[src/rtl/hmlf_pkg.sv]
// ----------------------------------------------------------------------------
// Hamming/Manchester LED framer package
// Shared constants, types and the Hamming(7,4) coding function.
// ----------------------------------------------------------------------------
`default_nettype none

package hmlf_pkg;

   // Frame geometry.
   localparam int PREAMBLE_LEN  = 8;
   localparam int CODED_BITS    = 7;
   localparam int DATA_BITS     = 2 * CODED_BITS;
   localparam int FRAME_BITS    = PREAMBLE_LEN + DATA_BITS;
   localparam int COUNT_WIDTH   = $clog2(FRAME_BITS + 1);

   // Preamble register value after reset.
   localparam logic [PREAMBLE_LEN-1:0] PREAMBLE_RESET = 8'hAA;

   // Coded bits queued for the serializer, most significant bit sent first.
   typedef struct packed {
      logic [FRAME_BITS-1:0]  frame;
      logic [COUNT_WIDTH-1:0] bit_count;
      logic                   close;
   } frame_load_type;

   // Hamming(7,4) code word laid out as p1 p2 d1 p3 d2 d3 d4, p1 in bit 6.
   function automatic logic [CODED_BITS-1:0] hamming_encode(input logic [3:0] nibble);
      logic d1, d2, d3, d4;
      d1 = nibble[0];
      d2 = nibble[1];
      d3 = nibble[2];
      d4 = nibble[3];
      return {d1 ^ d2 ^ d4, d1 ^ d3 ^ d4, d1, d2 ^ d3 ^ d4, d2, d3, d4};
   endfunction

endpackage

`default_nettype wire

[src/rtl/hmlf_channels.sv]
// ----------------------------------------------------------------------------
// Hamming/Manchester LED framer channels
// Valid/ready interfaces for the byte input, the half-bit output and the
// preamble register write port.
// ----------------------------------------------------------------------------
`default_nettype none

interface hmlf_req_if;
   logic       valid;
   logic       ready;
   logic [7:0] data_byte;
   logic       starts_message;
   logic       ends_message;

   modport source (output valid, data_byte, starts_message, ends_message, input ready);
   modport sink   (input valid, data_byte, starts_message, ends_message, output ready);
endinterface

interface hmlf_rsp_if;
   logic valid;
   logic ready;
   logic led_level;
   logic last_of_run;
   logic message_done;

   modport source (output valid, led_level, last_of_run, message_done, input ready);
   modport sink   (input valid, led_level, last_of_run, message_done, output ready);
endinterface

interface hmlf_csr_if;
   logic       valid;
   logic       ready;
   logic [7:0] write_data;

   modport source (output valid, write_data, input ready);
   modport sink   (input valid, write_data, output ready);
endinterface

`default_nettype wire

[src/rtl/hamming_manchester_led_framer.sv]
// ----------------------------------------------------------------------------
// Hamming/Manchester LED framer
// Turns message bytes into Hamming(7,4)-coded Manchester LED half-bits.
// ----------------------------------------------------------------------------
// Usage:
//   req_port carries one message byte per transfer with starts_message and
//   ends_message. rsp_port carries one LED half-bit level per transfer, with
//   last_of_run on the final result of a byte and message_done on the closing
//   LED-off result of a message. csr_port writes the 8-bit preamble pattern
//   (0xAA after reset); always ready; write it while idle, as it is not checked.
//   Each byte produces 28 half-bits, plus 16 when it starts a message and one
//   more when it ends one. The serializer emits one half-bit per cycle while
//   the receiver is ready; that shifter sets the rate.
//   A byte is taken into the input register while the previous byte is still
//   being shifted out, and it is coded and loaded in the cycle the last
//   half-bit of the previous byte goes out, so results flow without gaps.
//   From idle, a byte passes input register, shifter and result register.
//   When the receiver stalls, the result register holds and the shifter and
//   input register fill up and then drop req_port.ready.
//   Reset empties the input register, the shifter and the result register and
//   restores the preamble pattern.
// ----------------------------------------------------------------------------
`default_nettype none

module hamming_manchester_led_framer (
   input  wire         clock,
   input  wire         reset,
   hmlf_req_if.sink    req_port,
   hmlf_rsp_if.source  rsp_port,
   hmlf_csr_if.sink    csr_port
);
   import hmlf_pkg::*;

   logic [PREAMBLE_LEN-1:0]  preamble_ff, preamble_in;
   logic                     in_valid_ff, in_valid_in;
   logic [7:0]               byte_ff, byte_in;
   logic                     start_ff, start_in;
   logic                     end_ff, end_in;
   logic                     load_ready;
   logic                     req_xfer;
   logic [CODED_BITS-1:0]    code_high;
   logic [CODED_BITS-1:0]    code_low;
   frame_load_type           load;

   // Preamble register; writes are always taken.
   assign csr_port.ready = 1'b1;
   assign preamble_in    = csr_port.valid ? csr_port.write_data : preamble_ff;

   // Input register, freed when the serializer takes its contents.
   assign req_port.ready = !in_valid_ff || load_ready;
   assign req_xfer       = req_port.valid && req_port.ready;

   always_comb begin
      in_valid_in = in_valid_ff;
      byte_in     = byte_ff;
      start_in    = start_ff;
      end_in      = end_ff;
      if (req_xfer) begin
         in_valid_in = 1'b1;
         byte_in     = req_port.data_byte;
         start_in    = req_port.starts_message;
         end_in      = req_port.ends_message;
      end else if (load_ready) begin
         in_valid_in = 1'b0;
      end
   end

   always_ff @(posedge clock) begin
      if (reset) begin
         preamble_ff <= PREAMBLE_RESET;
         in_valid_ff <= 1'b0;
      end else begin
         preamble_ff <= preamble_in;
         in_valid_ff <= in_valid_in;
      end
      byte_ff  <= byte_in;
      start_ff <= start_in;
      end_ff   <= end_in;
   end

   // Code both nibbles and build the frame, left aligned.
   assign code_high = hamming_encode(byte_ff[7:4]);
   assign code_low  = hamming_encode(byte_ff[3:0]);

   always_comb begin
      if (start_ff) begin
         load.frame     = {preamble_ff, code_high, code_low};
         load.bit_count = COUNT_WIDTH'(FRAME_BITS);
      end else begin
         load.frame     = {code_high, code_low, {PREAMBLE_LEN{1'b0}}};
         load.bit_count = COUNT_WIDTH'(DATA_BITS);
      end
      load.close = end_ff;
   end

   hmlf_serializer u_serializer (
      .clock      (clock),
      .reset      (reset),
      .load_valid (in_valid_ff),
      .load       (load),
      .load_ready (load_ready),
      .rsp_port   (rsp_port)
   );

   // Checks.
   a_csr_ready: assert property (@(posedge clock) disable iff (reset)
      csr_port.ready)
      else $error("preamble write port not ready");

   a_hold_when_blocked: assert property (@(posedge clock) disable iff (reset)
      (in_valid_ff && !load_ready) |=> (in_valid_ff && $stable(byte_ff)))
      else $error("input register lost a pending byte");

   a_xfer_fills: assert property (@(posedge clock) disable iff (reset)
      req_xfer |=> in_valid_ff)
      else $error("accepted byte not held in input register");

endmodule

`default_nettype wire

[src/rtl/hmlf_serializer.sv]
// ----------------------------------------------------------------------------
// Hamming/Manchester LED framer serializer
// Shifts coded bits out as Manchester half-bits into the result register, one
// per cycle unless stalled, and closes a message with an LED-off result.
// ----------------------------------------------------------------------------
`default_nettype none

module hmlf_serializer (
   input  wire                   clock,
   input  wire                   reset,
   input  wire                   load_valid,
   input  hmlf_pkg::frame_load_type load,
   output logic                  load_ready,
   hmlf_rsp_if.source            rsp_port
);
   import hmlf_pkg::*;

   localparam logic [COUNT_WIDTH-1:0] ONE_BIT = COUNT_WIDTH'(1);

   logic [FRAME_BITS-1:0]  frame_ff, frame_in;
   logic [COUNT_WIDTH-1:0] count_ff, count_in;
   logic                   half_ff, half_in;
   logic                   close_ff, close_in;
   logic                   rsp_valid_ff, rsp_valid_in;
   logic                   led_ff, led_in;
   logic                   last_ff, last_in;
   logic                   done_ff, done_in;
   logic                   busy;
   logic                   out_free;
   logic                   emit;
   logic                   final_emit;
   logic                   take;
   logic                   cur_bit;

   // Work is pending while coded bits or the close remain.
   assign busy       = (count_ff != '0) || close_ff;
   assign out_free   = !rsp_valid_ff || rsp_port.ready;
   assign emit       = busy && out_free;
   assign final_emit = emit && (((count_ff == ONE_BIT) && half_ff && !close_ff) ||
                                ((count_ff == '0) && close_ff));
   assign load_ready = !busy || final_emit;
   assign take       = load_valid && load_ready;
   assign cur_bit    = frame_ff[FRAME_BITS-1];

   // Serializer state and the next result.
   always_comb begin
      frame_in     = frame_ff;
      count_in     = count_ff;
      half_in      = half_ff;
      close_in     = close_ff;
      rsp_valid_in = rsp_valid_ff;
      led_in       = led_ff;
      last_in      = last_ff;
      done_in      = done_ff;

      if (emit) begin
         rsp_valid_in = 1'b1;
         if (count_ff != '0) begin
            // A one goes out as off then on, a zero as on then off.
            led_in  = half_ff ? cur_bit : !cur_bit;
            last_in = (count_ff == ONE_BIT) && half_ff && !close_ff;
            done_in = 1'b0;
            if (half_ff) begin
               frame_in = {frame_ff[FRAME_BITS-2:0], 1'b0};
               count_in = count_ff - ONE_BIT;
               half_in  = 1'b0;
            end else begin
               half_in = 1'b1;
            end
         end else begin
            led_in   = 1'b0;
            last_in  = 1'b1;
            done_in  = 1'b1;
            close_in = 1'b0;
         end
      end else if (rsp_port.ready) begin
         rsp_valid_in = 1'b0;
      end

      if (take) begin
         frame_in = load.frame;
         count_in = load.bit_count;
         half_in  = 1'b0;
         close_in = load.close;
      end
   end

   // Registers.
   always_ff @(posedge clock) begin
      if (reset) begin
         count_ff     <= '0;
         half_ff      <= 1'b0;
         close_ff     <= 1'b0;
         rsp_valid_ff <= 1'b0;
      end else begin
         count_ff     <= count_in;
         half_ff      <= half_in;
         close_ff     <= close_in;
         rsp_valid_ff <= rsp_valid_in;
      end
      frame_ff <= frame_in;
      led_ff   <= led_in;
      last_ff  <= last_in;
      done_ff  <= done_in;
   end

   assign rsp_port.valid        = rsp_valid_ff;
   assign rsp_port.led_level    = led_ff;
   assign rsp_port.last_of_run  = last_ff;
   assign rsp_port.message_done = done_ff;

   // Checks.
   a_count_range: assert property (@(posedge clock) disable iff (reset)
      count_ff <= COUNT_WIDTH'(FRAME_BITS))
      else $error("serializer bit count out of range");

   a_half_needs_bit: assert property (@(posedge clock) disable iff (reset)
      half_ff |-> (count_ff != '0))
      else $error("second half-bit pending with no coded bit");

   a_done_is_close: assert property (@(posedge clock) disable iff (reset)
      (rsp_valid_ff && done_ff) |-> (last_ff && !led_ff))
      else $error("closing result is not a final LED-off result");

   a_load_count: assert property (@(posedge clock) disable iff (reset)
      take |=> ((count_ff == COUNT_WIDTH'(FRAME_BITS)) ||
                (count_ff == COUNT_WIDTH'(DATA_BITS))))
      else $error("serializer loaded with a bad bit count");

   a_no_load_when_busy: assert property (@(posedge clock) disable iff (reset)
      (busy && !final_emit) |-> !take)
      else $error("serializer reloaded while bits remain");

endmodule

`default_nettype wire
[src/flat_wrapper.sv]
// flat-port wrapper written by rule: the top's interface ports become plain ports
module hamming_manchester_led_framer_flat import hmlf_pkg::*;
  (clock, reset, req_port_valid, req_port_data_byte, req_port_starts_message, req_port_ends_message, req_port_ready, rsp_port_valid, rsp_port_led_level, rsp_port_last_of_run, rsp_port_message_done, rsp_port_ready, csr_port_valid, csr_port_write_data, csr_port_ready);
  hmlf_req_if req_port_i ();
  hmlf_rsp_if rsp_port_i ();
  hmlf_csr_if csr_port_i ();
  input  wire clock;
  input  wire reset;
  input wire logic [$bits(req_port_i.valid)-1:0] req_port_valid;
  input wire logic [$bits(req_port_i.data_byte)-1:0] req_port_data_byte;
  input wire logic [$bits(req_port_i.starts_message)-1:0] req_port_starts_message;
  input wire logic [$bits(req_port_i.ends_message)-1:0] req_port_ends_message;
  output wire logic [$bits(req_port_i.ready)-1:0] req_port_ready;
  output wire logic [$bits(rsp_port_i.valid)-1:0] rsp_port_valid;
  output wire logic [$bits(rsp_port_i.led_level)-1:0] rsp_port_led_level;
  output wire logic [$bits(rsp_port_i.last_of_run)-1:0] rsp_port_last_of_run;
  output wire logic [$bits(rsp_port_i.message_done)-1:0] rsp_port_message_done;
  input wire logic [$bits(rsp_port_i.ready)-1:0] rsp_port_ready;
  input wire logic [$bits(csr_port_i.valid)-1:0] csr_port_valid;
  input wire logic [$bits(csr_port_i.write_data)-1:0] csr_port_write_data;
  output wire logic [$bits(csr_port_i.ready)-1:0] csr_port_ready;
  assign req_port_i.valid = req_port_valid;
  assign req_port_i.data_byte = req_port_data_byte;
  assign req_port_i.starts_message = req_port_starts_message;
  assign req_port_i.ends_message = req_port_ends_message;
  assign req_port_ready = req_port_i.ready;
  assign rsp_port_valid = rsp_port_i.valid;
  assign rsp_port_led_level = rsp_port_i.led_level;
  assign rsp_port_last_of_run = rsp_port_i.last_of_run;
  assign rsp_port_message_done = rsp_port_i.message_done;
  assign rsp_port_i.ready = rsp_port_ready;
  assign csr_port_i.valid = csr_port_valid;
  assign csr_port_i.write_data = csr_port_write_data;
  assign csr_port_ready = csr_port_i.ready;
  hamming_manchester_led_framer u_core (.clock(clock), .reset(reset), .req_port(req_port_i), .rsp_port(rsp_port_i), .csr_port(csr_port_i));
endmodule
[config.mk]
export PLATFORM = sky130hd
export DESIGN_NAME = hamming_manchester_led_framer_flat
export DESIGN_NICKNAME = d
export VERILOG_FILES = /design/src/rtl/hmlf_pkg.sv /design/src/rtl/hmlf_channels.sv /design/src/rtl/hamming_manchester_led_framer.sv /design/src/rtl/hmlf_serializer.sv /design/src/flat_wrapper.sv
export SDC_FILE = /design/constraint.sdc
export NUM_CORES = 1
export LEC_CHECK = 0
export ABC_AREA = 1
export BUFFER_PORTS_ARGS = -buffer_cell sky130_fd_sc_hd__buf_2
export CAP_MARGIN = 15
export CORE_ASPECT_RATIO = 1.25
export CORE_MARGIN = 8
export CORE_UTILIZATION = 39
export DETAILED_ROUTE_END_ITERATION = 10
export GPL_TIMING_DRIVEN = 0
export PLACE_DENSITY = 0.68
export SYNTH_ARGS = -nofsm -noshare
export SYNTH_HDL_FRONTEND = slang
export SYNTH_HIERARCHICAL = 1
export SYNTH_SLANG_ARGS = --single-unit
[constraint.sdc]
create_clock -name clock -period 2.5 [get_ports clock]
set_clock_uncertainty 0.2 [all_clocks]
set_input_delay 0.375 -clock clock [delete_from_list [all_inputs] [get_ports clock]]
set_output_delay 0.375 -clock clock [all_outputs]
set_load 0.01 [all_outputs]
# Yosys cells after proc, flatten, opt, wreduce, memory -nomap -nowiden
# Index checks and enable logic that the tools add are counted.
# totals
word_cells,75
ff_bits,52
# classes
bitwise,12
eq_ne,2
mux,19
n_reduce_logical,28
n_addsub,1
# op_table
operator,count
two-way mux 22 bit,4
two-way mux 27 bit,1
two-way mux 5 bit,4
XOR 1 bit,12
two-way mux 1 bit,10
nonzero test 2 bit,5
logical AND 1 bit,7
"== test 5 x 1 -> 1 bit, second input constant",1
logical NOT 1 bit,5
logical NOT 5 bit,1
logical OR 1 bit,5
nonzero test 5 bit,1
"subtractor 5 x 1 -> 5 bit, second input constant",1
AND reduction 2 bit,2
AND reduction 3 bit,1
"!= test 2 bit, second input constant",1
OR reduction 2 bit,1

# Depth between registers and ports, before layout
# Gate-level depths: netlist (run 1).
# depth
depth_word,9
mapped_depth,12

# By module
# The synthesis (run 1) kept the hierarchy.
# by_module_without_submodules
module,area_each_um2,instances,cells_each
hmlf_serializer,1631.6,1,187
hamming_manchester_led_framer,1031.0,1,147

# Worst setup path after synthesis (run 1)
# No wires, ideal clock.
# synth_path
kind,reg2reg
from,register u_core.u_serializer.count_ff[0]
to,"register u_core.u_serializer.frame_ff[0], enable pin"
arrival_ns,1.725
setup_ns,0.380
path_slack_ns,0.194
stages_incl_launch_ff,10
n_path_buf,1
required_time_ns,1.920
synth_period_minus_slack_ns,2.306
path_cell_list,dfxtp_1 > inv_1 > ha_1 > inv_1 > nor2_1 > nand3_1 > nand2_2 > nand3_4 > buf_6 > nand2_1
# synth_via
elab_chain_len,9
# synth_lines
element,line_no,text
from (decl),hmlf_serializer.sv:21,"logic [COUNT_WIDTH-1:0] count_ff, count_in;"
from (signal assigned),hmlf_serializer.sv:96,count_ff <= count_in;
== test 5 x 1 -> 1 bit,hmlf_serializer.sv:39,assign final_emit = emit && (((count_ff == ONE_BIT) && half_ff && !close_ff) ||
logical AND 1 bit (2 in a row),hmlf_serializer.sv:39,
logical OR 1 bit,hmlf_serializer.sv:39,
logical AND 1 bit,hmlf_serializer.sv:39,
logical OR 1 bit,hmlf_serializer.sv:41,assign load_ready = !busy || final_emit;
logical AND 1 bit,hmlf_serializer.sv:42,assign take = load_valid && load_ready;
nonzero test 2 bit (no line),-,
AND reduction 3 bit (no line) *,-,
to (signal assigned),hmlf_serializer.sv:101,frame_ff <= frame_in;
to (decl),hmlf_serializer.sv:20,"logic [FRAME_BITS-1:0] frame_ff, frame_in;"
# Mark *: on every way between the ends. The rest lies on a longest branch, timed or not.
# A chain may end at the register's enable or synchronous reset.

# Worst setup path after layout (run 1)
# layout_path
from,register u_core.u_serializer.count_ff[0]
to,output req_port_ready
# layout_via
elab_chain_len,7
# layout_lines
element,line_no,text
== test 5 x 1 -> 1 bit,hmlf_serializer.sv:39,
logical AND 1 bit (2 in a row),hmlf_serializer.sv:39,
logical OR 1 bit,hmlf_serializer.sv:39,
logical AND 1 bit,hmlf_serializer.sv:39,
logical OR 1 bit *,hmlf_serializer.sv:41,
named net u_core.load_ready,hamming_manchester_led_framer.sv:39,logic load_ready;
logical OR 1 bit *,hamming_manchester_led_framer.sv:50,assign req_port.ready = !in_valid_ff || load_ready;
to (decl),flat_wrapper.sv:13,output wire logic [$bits(req_port_i.ready)-1:0] req_port_ready;
# The timed path passes the listed nets; every way through them passes the cells marked *.

==> results of run 1 <==
==> cells in the final DEF, fill, tap and decap left out, types with 2 or more instances in the layout <==
cell and instances:
a21oi_1 4, buf_2 31, buf_6 5, clkbuf_8 5, conb_1 4, dfxtp_1 17
edfxtp_1 35, ha_1 3, inv_1 32, inv_2 4, nand2_1 146, nand2_2 4
nand2_4 2, nand3_1 26, nand4_1 7, nor2_1 21, o21ai_0 11, xor2_1 2
==> flip-flops by register name, summed over array words and instances (netlist names), 5 cells and up <==
signal and cells:
u_core/preamble_ff 8, u_core/byte_ff 8, u_core/u_serializer/count_ff 5, u_core/u_serializer/frame_ff 22
==> cells in the mapped netlist (all sizes together) <==
cell / instances / area, um2
nor2: 23 / 96.4
xor2: 2 / 17.5
nand4: 7 / 43.8
edfxtp: 35 / 1050
ha: 3 / 37.5
inv: 36 / 135
nand3: 28 / 158
o21ai: 11 / 55.1
nand2: 152 / 588
buf: 11 / 88.8
conb: 2 / 7.51
xnor2: 1 / 8.76
dfxtp: 17 / 340
a21oi: 5 / 25.0
nor3: 1 / 10.0
==> worst min path at each step <==
stage,end,slack (ps),depth (start not counted)
6_report,u_core/end_ff,40,1
5_1_grt,u_core/byte_ff[5],40,1
4_1_cts,u_core/end_ff,40,1
3_5_place_dp,u_core/preamble_ff[3],250,2
3_3_place_gp,u_core/preamble_ff[5],240,2
2_1_floorplan,u_core/preamble_ff[1],230,2
==> worst max-delay path, cell delays in order (launching register included) <==
cell and delay [ps]:
dfxtp_1 330, inv_1 110, ha_1 170, inv_1 40, nor2_1 140, nand3_1 130, nand2_2 170, nand2_1 70
inv_1 50, inv_1 50, nand2_1 70, buf_2 130
==> logic make-up after synthesis <==
kind of cell,after synthesis
AND/OR/NAND/NOR,211
flip-flops,52
buffers and inverters,47
AO/OA/AOI/OAI,16
XOR/XNOR,3
adder cells (fa/ha/maj),3
other,2
==> cell type report <==
| class | count | area, um2 | area share |
|---|---|---|---|
| Buffer | 11 | 88.8 | 0.0294 |
| Clock buffer | 6 | 72.6 | 0.0240 |
| Clock inverter | 1 | 30.0 | 0.00993 |
| Inverter | 36 | 135 | 0.0447 |
| Multi-Input combinational cell | 237 | 1070 | 0.353 |
| Sequential cell | 52 | 1390 | 0.460 |
| Tap cell | 87 | 109 | 0.0360 |
| Timing Repair Buffer | 26 | 130 | 0.0430 |
==> power groups by stage <==
stage / logic [uW] / clock network [uW] / registers (uW)
3_3_place_gp: 1490 / 0 / 1570
3_5_place_dp: 1520 / 0 / 1580
6_report: 1540 / 550 / 1560
5_1_grt: 1780 / 587 / 1590
2_1_floorplan: 1160 / 0 / 1560
4_1_cts: 1540 / 563 / 1560
==> through the flow <==
step | total power (uW) | util | cell area [um2] | setup slack [ps] | setup TNS (ps)
floorplan | 2720 | - | 2670 | 194 | 0
global placement | 3060 | 0.440 | 2910 | -195 | -4680
CTS | 3670 | 0.457 | 3020 | 71.0 | 0
global route | 3960 | 0.458 | 3020 | 0.350 | 0
detailed placement | 3100 | 0.440 | 2910 | -242 | -6350
finish | 3650 | 0.458 | 3020 | 168 | 0
==> routing by layer <==
| metal | wire length (um) | part of all wire | GRT usage |
|---|---|---|---|
| met4 | 74 | 0.014 | 0.0465 |
| met1 | 2470 | 0.46 | 0.141 |
| met5 | 0 | 0 | 0 |
| met2 | 2610 | 0.49 | 0.210 |
| met3 | 210 | 0.039 | 0.0194 |
==> run summary, run 1 <==
========================================================================================
Result of the run .........................................................    completed
Number of hold violations in the final report .............................            0
Clock transition at path regs .............................................        90 ps
Latest clock arrival within the worst-skew pair ...........................       300 ps
Count of endpoints failing setup in the final report ......................            0
Logic depth of the worst register-to-register path ........................           10
DR iter-0 viols ...........................................................          138
Cell area after synthesis .................................................  0.00266 mm2
GR Util All Layers ........................................................        0.118
Kind of critical path ..................................................... register to output port
Detailed-route vias per instance ..........................................         4.65
Endpoint of the most critical register-to-register path ................... u_core/byte_ff[0]
Crit path capture type ....................................................  output port
Fillers ...................................................................          690
Wire length of the first global-routing pass ..............................      9.54 mm
Die Ht ....................................................................       108 um
Relative contribution of combinational cells to total power ...............        0.422
Buffers inserted by post-CTS timing repair ................................            0
Fraction of layout cells with a size suffix above 1 .......................        0.160
Headroom to the max-slew limit ............................................        0.592
Simple-gate portion of the synthesized area ...............................        0.336
Start point of the worst hold path ........................................ req_port_ends_message
Power Density .............................................................  1210 mW/mm2
Remaining design rule violation count .....................................            0
Chip width ................................................................      89.9 um
Compound-gate portion of the synthesized area .............................       0.0301
Buffers on Ports ..........................................................           26
CTS Hold Bufs .............................................................            0
Transition time at the pin with the least slew margin .....................       612 ps
Maximum net fanout on the critical path ...................................            6
Sw power ..................................................................      1430 uW
Pin count of the biggest net entering global routing ......................           24
Register area share after synthesis .......................................        0.523
Global route overflow .....................................................            0
Area enclosed by the die boundary .........................................  0.00974 mm2
Std-Cell Core Area ........................................................  0.00661 mm2
Routed wirelength normalized by instance count ............................      11.8 um
Number of buffers added by the clock tree synthesis step ..................            5
Arrival time of the worst setup path ......................................      1760 ps
Hold WS ...................................................................      43.8 ps
Pre-antenna DRT Iters .....................................................            4
Mapped Avg Cell Area ......................................................     7.97 um2
Critical Path Sink ........................................................ req_port_ready
Detailed placement HPWL ...................................................      3.99 mm
Final critical delay including setup and external delays ..................      2330 ps
RSZ-0062 raised after global routing ......................................           no
Area growth syn-to-layout .................................................        13.5%
Vias in the first global route ............................................         2111
Number of distinct library cells after synthesis ..........................           24
Worst setup SP type .......................................................     register
Clock tree from TritonCTS .................................................          yes
Initial Util ..............................................................        0.403
Sequential share of power .................................................        0.427
Max Freq ..................................................................    0.429 GHz
Post-CTS Resized ..........................................................            2
Clock share of power ......................................................        0.151
Mux cell area share after synthesis .......................................            0
Syn. warnings .............................................................            6
Required time at the endpoint of the critical path ........................      1920 ps
NumNets Final .............................................................          395
Fraction of the mapped netlist area in adder cells ........................       0.0141
Worst-case vdd ir drop ....................................................   0.000726 V
Antenna Nets Post-Route ...................................................            0
Ant. Diodes ...............................................................            0
Maxcap violations .........................................................            0
Max Buffers Root-to-Sink ..................................................            2
Internal power component ..................................................      2220 uW
Final-report max-slew violation count .....................................            0
Sw frac ...................................................................        0.391
Number of cells in the design after placement .............................          449
Portion of the clock cycle consumed by the worst path in the final layout .        0.933
Xor and xnor area share after synthesis ...................................      0.00987
Clock net sink count ......................................................           52
Detailed Route WL .........................................................      5.37 mm
Clock root cell ...........................................................     clkbuf_8
Reg-to-Reg Start .......................................................... u_core/u_serializer/count_ff[0]
Worst reg2reg setup slack .................................................       170 ps
Number of core rows .......................................................           33
Static Leakage ............................................................   0.00151 uW
Via count of the routed design ............................................         2119
Dominant combinational cell family by area after synthesis ................ simple AND/OR/NAND/NOR gates
Critical path launch point ................................................ u_core/u_serializer/count_ff[0]
Final weighted congestion in routability-driven placement .................        0.880
Post-layout instance count excluding filler cells .........................          456
Antenna violations before repair ..........................................            0
Number of synthesized register bits .......................................           52
Num ports .................................................................           29
CTS H-Tree Depth ..........................................................            2
Syn Inst Count ............................................................          334
Hold Path Class ........................................................... input pin to register
========================================================================================
(Power assumes the default switching activity.)
==> inputs of run 2 (changes only) <==
- CORE_UTILIZATION: 39 -> 55
- PLACE_DENSITY: 0.68 -> 0.86
==> run summary, run 2 (synthesis results as in run 1) <==
========================================================================================
Result of the run .........................................................    completed
Number of hold violations in the final report .............................            0   unchanged
Met3 usage in global routing ..............................................       0.0469   +0.0275
Portion of the clock cycle consumed by the worst path in the final layout .        0.937   +0.00401
Pre-CTS WS ................................................................      -223 ps   +19.3 ps
Required time at the endpoint of the critical path ........................      1920 ps   about the same
Reg with most FFs ......................................................... u_core/u_serializer/frame_ff
Antenna violations before repair ..........................................            0   unchanged
Post-layout instance count excluding filler cells .........................          431   -5.5%
Ant. Diodes ...............................................................            0   unchanged
CTS Hold Bufs .............................................................            0   unchanged
DR iter-0 viols ...........................................................          114   -17%
Wire length of the first global-routing pass ..............................      9.08 mm   -4.8%
Reg-to-Reg Start .......................................................... u_core/u_serializer/count_ff[0]
Area enclosed by the die boundary .........................................  0.00734 mm2   -25%
Transition time at the pin with the least slew margin .....................       560 ps   -51.6 ps
Global route overflow .....................................................            0   unchanged
Worst setup slack after layout ............................................       158 ps   -10.0 ps
Arrival time of the worst setup path ......................................      1770 ps   about the same
Clock share of power ......................................................        0.137   -0.014
Initial Util ..............................................................        0.567   +0.164
Via count of the routed design ............................................         2158   +1.8%
Commonest cells after routing, fill and taps aside ........................ nand2_1 (146), edfxtp_1 (35), inv_1 (32)
CTS H-Tree Depth ..........................................................            2   unchanged
Sequential share of power .................................................        0.434   +0.007
Power Density .............................................................  1200 mW/mm2   -0.59%
Grt met2 use ..............................................................        0.278   +0.0678
Most common cell after layout, fill and taps aside ........................      nand2_1
Maximum net fanout on the critical path ...................................            7   +1
Die Ht ....................................................................      93.8 um   -13%
Fillers ...................................................................          409   -41%
Maxcap violations .........................................................            0   unchanged
Clock root cell ...........................................................     clkbuf_8
Kind of critical path ..................................................... register to output port
Hold Path Class ........................................................... input pin to register
Detailed placement HPWL ...................................................      3.99 mm   -0.21%
Detailed-route vias per instance ..........................................         5.01   +7.7%
Internal power component ..................................................      2140 uW   -3.7%
Std-Cell Core Area ........................................................  0.00469 mm2   -29%
Antenna Nets Post-Route ...................................................            0   unchanged
Cell area after placement .................................................  0.00288 mm2   -1.2%
Relative contribution of combinational cells to total power ...............        0.429   +0.007
Count of endpoints failing setup in the final report ......................            0   unchanged
Worst setup SP type .......................................................     register
Static Leakage ............................................................   0.00151 uW   about the same
Biggest registers after layout ............................................ u_core/u_serializer/frame_ff (22), u_core/byte_ff (8), u_core/preamble_ff (8)
RSZ-0062 raised after global routing ......................................           no
Number of buffers added by the clock tree synthesis step ..................            5   unchanged
Number of flip-flops in the largest register ..............................           22   unchanged
NumNets Final .............................................................          396   +0.25%
Met1 Track Usage GR .......................................................        0.155   +0.0146
Final-report max-slew violation count .....................................            0   unchanged
Worst reg2reg setup slack .................................................       250 ps   +80 ps
Clock net sink count ......................................................           52   unchanged
Chip width ................................................................      78.2 um   -13%
Cell depth of the worst hold path .........................................            1   unchanged
GR Util All Layers ........................................................        0.151   +0.0322
Detailed Route WL .........................................................      5.23 mm   -2.6%
Remaining design rule violation count .....................................            0   unchanged
Busiest layer in global routing ...........................................         met2
Final weighted congestion in routability-driven placement .................        0.948   +7.7%
Headroom to the max-slew limit ............................................        0.627   +0.0344
Pin count of the biggest net entering global routing ......................           24   unchanged
Clock tree from TritonCTS .................................................          yes
Total negative slack for setup checks .....................................         0 ps   unchanged
Number of cells in the design after placement .............................          422   -6.0%
Sw power ..................................................................      1450 uW   +1.7%
Sw frac ...................................................................        0.404   +0.0129
Vias in the first global route ............................................         2242   +6.2%
Final critical delay including setup and external delays ..................      2340 ps   +10.0 ps
Worst-case vdd ir drop ....................................................   0.000482 V   -34%
Crit path capture type ....................................................  output port
Num ports .................................................................           29   unchanged
Hold endpoint ............................................................. u_core/byte_ff[4]
Max Buffers Root-to-Sink ..................................................            2   unchanged
Total power of the final layout ...........................................      3590 uW   -1.6%
Start point of the worst hold path ........................................ req_port_data_byte[4]
Buffers on Ports ..........................................................           26   unchanged
Max Freq ..................................................................    0.427 GHz   -0.43%
Clock transition at path regs .............................................       100 ps   about the same
Fraction of layout cells with a size suffix above 1 .......................        0.170   +0.00992
Endpoint of the most critical register-to-register path ................... u_core/byte_ff[1]
Number of core rows .......................................................           28   -15%
Area growth syn-to-layout .................................................        12.4%
Latest clock arrival within the worst-skew pair ...........................       310 ps   about the same
Routed wirelength normalized by instance count ............................      12.1 um   +3.1%
Pre-antenna DRT Iters .....................................................            4   unchanged
Logic depth of the worst register-to-register path ........................           10   unchanged
Final non-filler cell area ................................................  0.00299 mm2   -0.99%
========================================================================================
## run 2: critical path, cell delays in order (launching register included)
cell,delay [ps]
dfxtp_1,370
inv_1,100
ha_1,210
inv_1,70
nor2_2,50
nand2_2,130
nand2_4,100
nand2_1,80
inv_1,40
inv_1,70
nand2_1,80
buf_2,160
## run 2: through the flow
stage / util / hold slack, ps
floorplan: - / 229
global placement: 0.612 / 241
detailed placement: 0.612 / 246
CTS: 0.634 / 26.9
global route: 0.638 / 19.0
finish: 0.638 / 34.5
## run 2: layout make-up
type | count | area, um2 | area share
multi-input cells | 237 | 1070 | 0.357
clock buffers | 5 | 68.8 | 0.0230
flip-flops and latches | 52 | 1390 | 0.465
repair buffers | 27 | 138 | 0.0460
plain buffers | 11 | 88.8 | 0.0297
inverters | 36 | 135 | 0.0452
well taps | 60 | 75.1 | 0.0251
clock inverters | 3 | 27.5 | 0.00920
## run 2: worst max path at each step
stage	startpoint	endpoint	slack (ps)	depth (start not counted)
2_1_floorplan	u_core/u_serializer/count_ff[0]	u_core/u_serializer/frame_ff[0]	190	9
6_report	u_core/u_serializer/count_ff[0]	req_port_ready	160	11
3_5_place_dp	u_core/u_serializer/count_ff[0]	u_core/u_serializer/frame_ff[21]	-220	9
3_3_place_gp	u_core/u_serializer/count_ff[0]	u_core/u_serializer/frame_ff[21]	-130	9
5_1_grt	u_core/u_serializer/count_ff[0]	req_port_ready	50	11
4_1_cts	u_core/u_serializer/count_ff[0]	req_port_ready	60	11
## run 2: what timing repair did
item	4_1_cts	5_1_grt
resized for setup	2	2
gates cloned	0	0
buffers inserted	0	1
setup endpoints to repair	33	33
## run 2: power by group through the flow
stage               registers [uW]  logic (uW)  clock network [uW]
floorplan                     1560        1160                   0
global placement              1570        1440                   0
detailed placement            1580        1510                   0
CTS                           1560        1530                 508
global route                  1590        1770                 529
finish                        1560        1540                 493
## run 2: layer usage
| layer | share of wire | routed length (um) |
|---|---|---|
| met1 | 0.41 | 2120 |
| met2 | 0.52 | 2710 |
| met3 | 0.066 | 346 |
| met4 | 0.010 | 53 |
| met5 | 0 | 0 |
==> inputs of run 3 (changes only) <==
--- a/constraint.sdc
+++ b/constraint.sdc
@@ -4,2 +4,2 @@
 set_output_delay 0.375 -clock clock [all_outputs]
-set_load 0.01 [all_outputs]
+set_load 0.02 [all_outputs]
==> run summary, run 3 (synthesis results as in run 1) <==
========================================================================================
Result of the run .........................................................    completed
Crit path capture type ....................................................  output port
Hold WS ...................................................................      34.9 ps   +0.402 ps
Worst reg2reg setup slack .................................................       190 ps   -60 ps
Clock net sink count ......................................................           52   unchanged
Via count of the routed design ............................................         2167   +0.42%
Biggest registers after layout ............................................ u_core/u_serializer/frame_ff (22), u_core/byte_ff (8), u_core/preamble_ff (8)
Number of buffers added by the clock tree synthesis step ..................            5   unchanged
Multi-input logic area ....................................................  0.00106 mm2   -0.47%
Detailed placement HPWL ...................................................      3.99 mm   unchanged
Detailed-route vias per instance ..........................................         5.02   +0.18%
Wire length of the first global-routing pass ..............................      9.08 mm   unchanged
Initial Util ..............................................................        0.567   unchanged
Sequential Area ...........................................................  0.00139 mm2   unchanged
Remaining design rule violation count .....................................            0   unchanged
Fraction of layout cells with a size suffix above 1 .......................        0.175   +0.00492
Num ports .................................................................           29   unchanged
Clock root cell ...........................................................     clkbuf_8
Required time at the endpoint of the critical path ........................      1920 ps   about the same
Worst setup SP type .......................................................     register
Pin count of the biggest net entering global routing ......................           24   unchanged
Fillers ...................................................................          409   unchanged
Vias in the first global route ............................................         2242   unchanged
Final critical delay including setup and external delays ..................      2360 ps   +18.0 ps
Global route overflow .....................................................            0   unchanged
Clock transition at path regs .............................................       100 ps   about the same
Number of hold violations in the final report .............................            0   unchanged
Worst setup slack after layout ............................................       140 ps   -18.0 ps
Maxcap violations .........................................................            0   unchanged
Chip width ................................................................      78.2 um   unchanged
Final-report max-slew violation count .....................................            0   unchanged
Final core utilization ....................................................        0.638   about the same
Antenna Nets Post-Route ...................................................            0   unchanged
NumNets Final .............................................................          397   +0.25%
Commonest cells after routing, fill and taps aside ........................ nand2_1 (146), edfxtp_1 (35), buf_2 (31), inv_1 (31), nand3_1 (26)
DR iter-0 viols ...........................................................           94   -18%
Clock tree from TritonCTS .................................................          yes
Number of core rows .......................................................           28   unchanged
Max Buffers Root-to-Sink ..................................................            2   unchanged
Pre-CTS WS ................................................................      -223 ps   unchanged
RSZ-0062 raised after global routing ......................................           no
Most common cell after layout, fill and taps aside ........................      nand2_1
Maximum net fanout on the critical path ...................................            5   -2
Detailed Route WL .........................................................      5.27 mm   +0.73%
Transition time at the pin with the least slew margin .....................       563 ps   +2.89 ps
Pre-antenna DRT Iters .....................................................            4   unchanged
Max Freq ..................................................................    0.424 GHz   -0.76%
Number of flip-flops in the largest register ..............................           22   unchanged
Kind of critical path ..................................................... register to output port
Worst-case vdd ir drop ....................................................   0.000482 V   about the same
CTS H-Tree Depth ..........................................................            2   unchanged
Count of endpoints failing setup in the final report ......................            0   unchanged
Headroom to the max-slew limit ............................................        0.625   -0.00193
Ant. Diodes ...............................................................            0   unchanged
Area growth syn-to-layout .................................................        12.5%   about the same
Area enclosed by the die boundary .........................................  0.00734 mm2   unchanged
Power Density .............................................................  1210 mW/mm2   +1.1%
Latest clock arrival within the worst-skew pair ...........................       310 ps   about the same
Final weighted congestion in routability-driven placement .................        0.948   unchanged
Antenna violations before repair ..........................................            0   unchanged
Final non-filler cell area ................................................  0.00300 mm2   about the same
Routed wirelength normalized by instance count ............................      12.2 um   +0.49%
Portion of the clock cycle consumed by the worst path in the final layout .        0.944   +0.00720
Cell area after placement .................................................  0.00288 mm2   unchanged
Hold Path Class ........................................................... input pin to register
Std-Cell Core Area ........................................................  0.00469 mm2   unchanged
Total negative slack for setup checks .....................................         0 ps   unchanged
GR Util All Layers ........................................................        0.151   unchanged
Buffers on Ports ..........................................................           26   unchanged
Reg with most FFs ......................................................... u_core/u_serializer/frame_ff
Static Leakage ............................................................   0.00151 uW   +0.20%
Die Ht ....................................................................      93.8 um   unchanged
Arrival time of the worst setup path ......................................      1780 ps   about the same
========================================================================================
## run 3: cell count changes in the layout (fill, tap and decap cells not counted)
cell	delta
buf_4	+1
inv_1	-1
inv_2	+1
nand2_2	+1
nand2_4	-1
## run 3: worst paths after layout
kind                                    from                              end  depth (start not counted)
min                    req_port_data_byte[4]                u_core/byte_ff[4]                          1
min reg2reg            u_core/preamble_ff[1]            u_core/preamble_ff[1]                          2
max reg2reg  u_core/u_serializer/count_ff[1]  u_core/u_serializer/frame_ff[7]                          9
max          u_core/u_serializer/count_ff[1]                   req_port_ready                         11
## run 3: what timing repair did
item,in CTS,in global routing
buffers inserted,0,2
hold buffers,0,0
pin swaps,0,0
cloned,0,0
resized for setup,2,2
setup endpoints to repair,33,33
## run 3: layout make-up
cell class	instances	area share
plain buffers	11	0.0297
well taps	60	0.0251
clock inverters	3	0.00919
flip-flops and latches	52	0.464
clock buffers	5	0.0230
multi-input cells	237	0.355
inverters	36	0.0451
repair buffers	28	0.0485
## run 3: per-stage QoR
step | cells | total power, uW
2_1_floorplan | 336 | 2750
3_3_place_gp | 422 | 3040
3_5_place_dp | 422 | 3120
4_1_cts | 430 | 3630
5_1_grt | 432 | 3920
6_report | 432 | 3640
## run 3: power by group
group / leakage [uW] / switching [uW] / internal (uW)
Sequential: 0.000474 / 154 / 1410
Clock: 0.0000463 / 287 / 206
Combinational: 0.000989 / 1050 / 532
Total: 0.00151 / 1490 / 2140
## run 3: critical path, cell delays in order (launching register included)
cell and delay, ps:
dfxtp_1 320, inv_1 110, ha_1 170, inv_1 50
nor2_2 120, nand3_1 130, nand2_2 150, nand2_1 60
inv_1 50, inv_1 50, nand2_1 90, buf_2 180
## run 3: routing by layer
metal  track usage  vias up  routed length, um
met5             0        -                  0
met4        0.0542        0                 77
met3        0.0469        8                308
met2         0.278       67               2710
met1         0.155      965               2170
li1              -     1127                  -
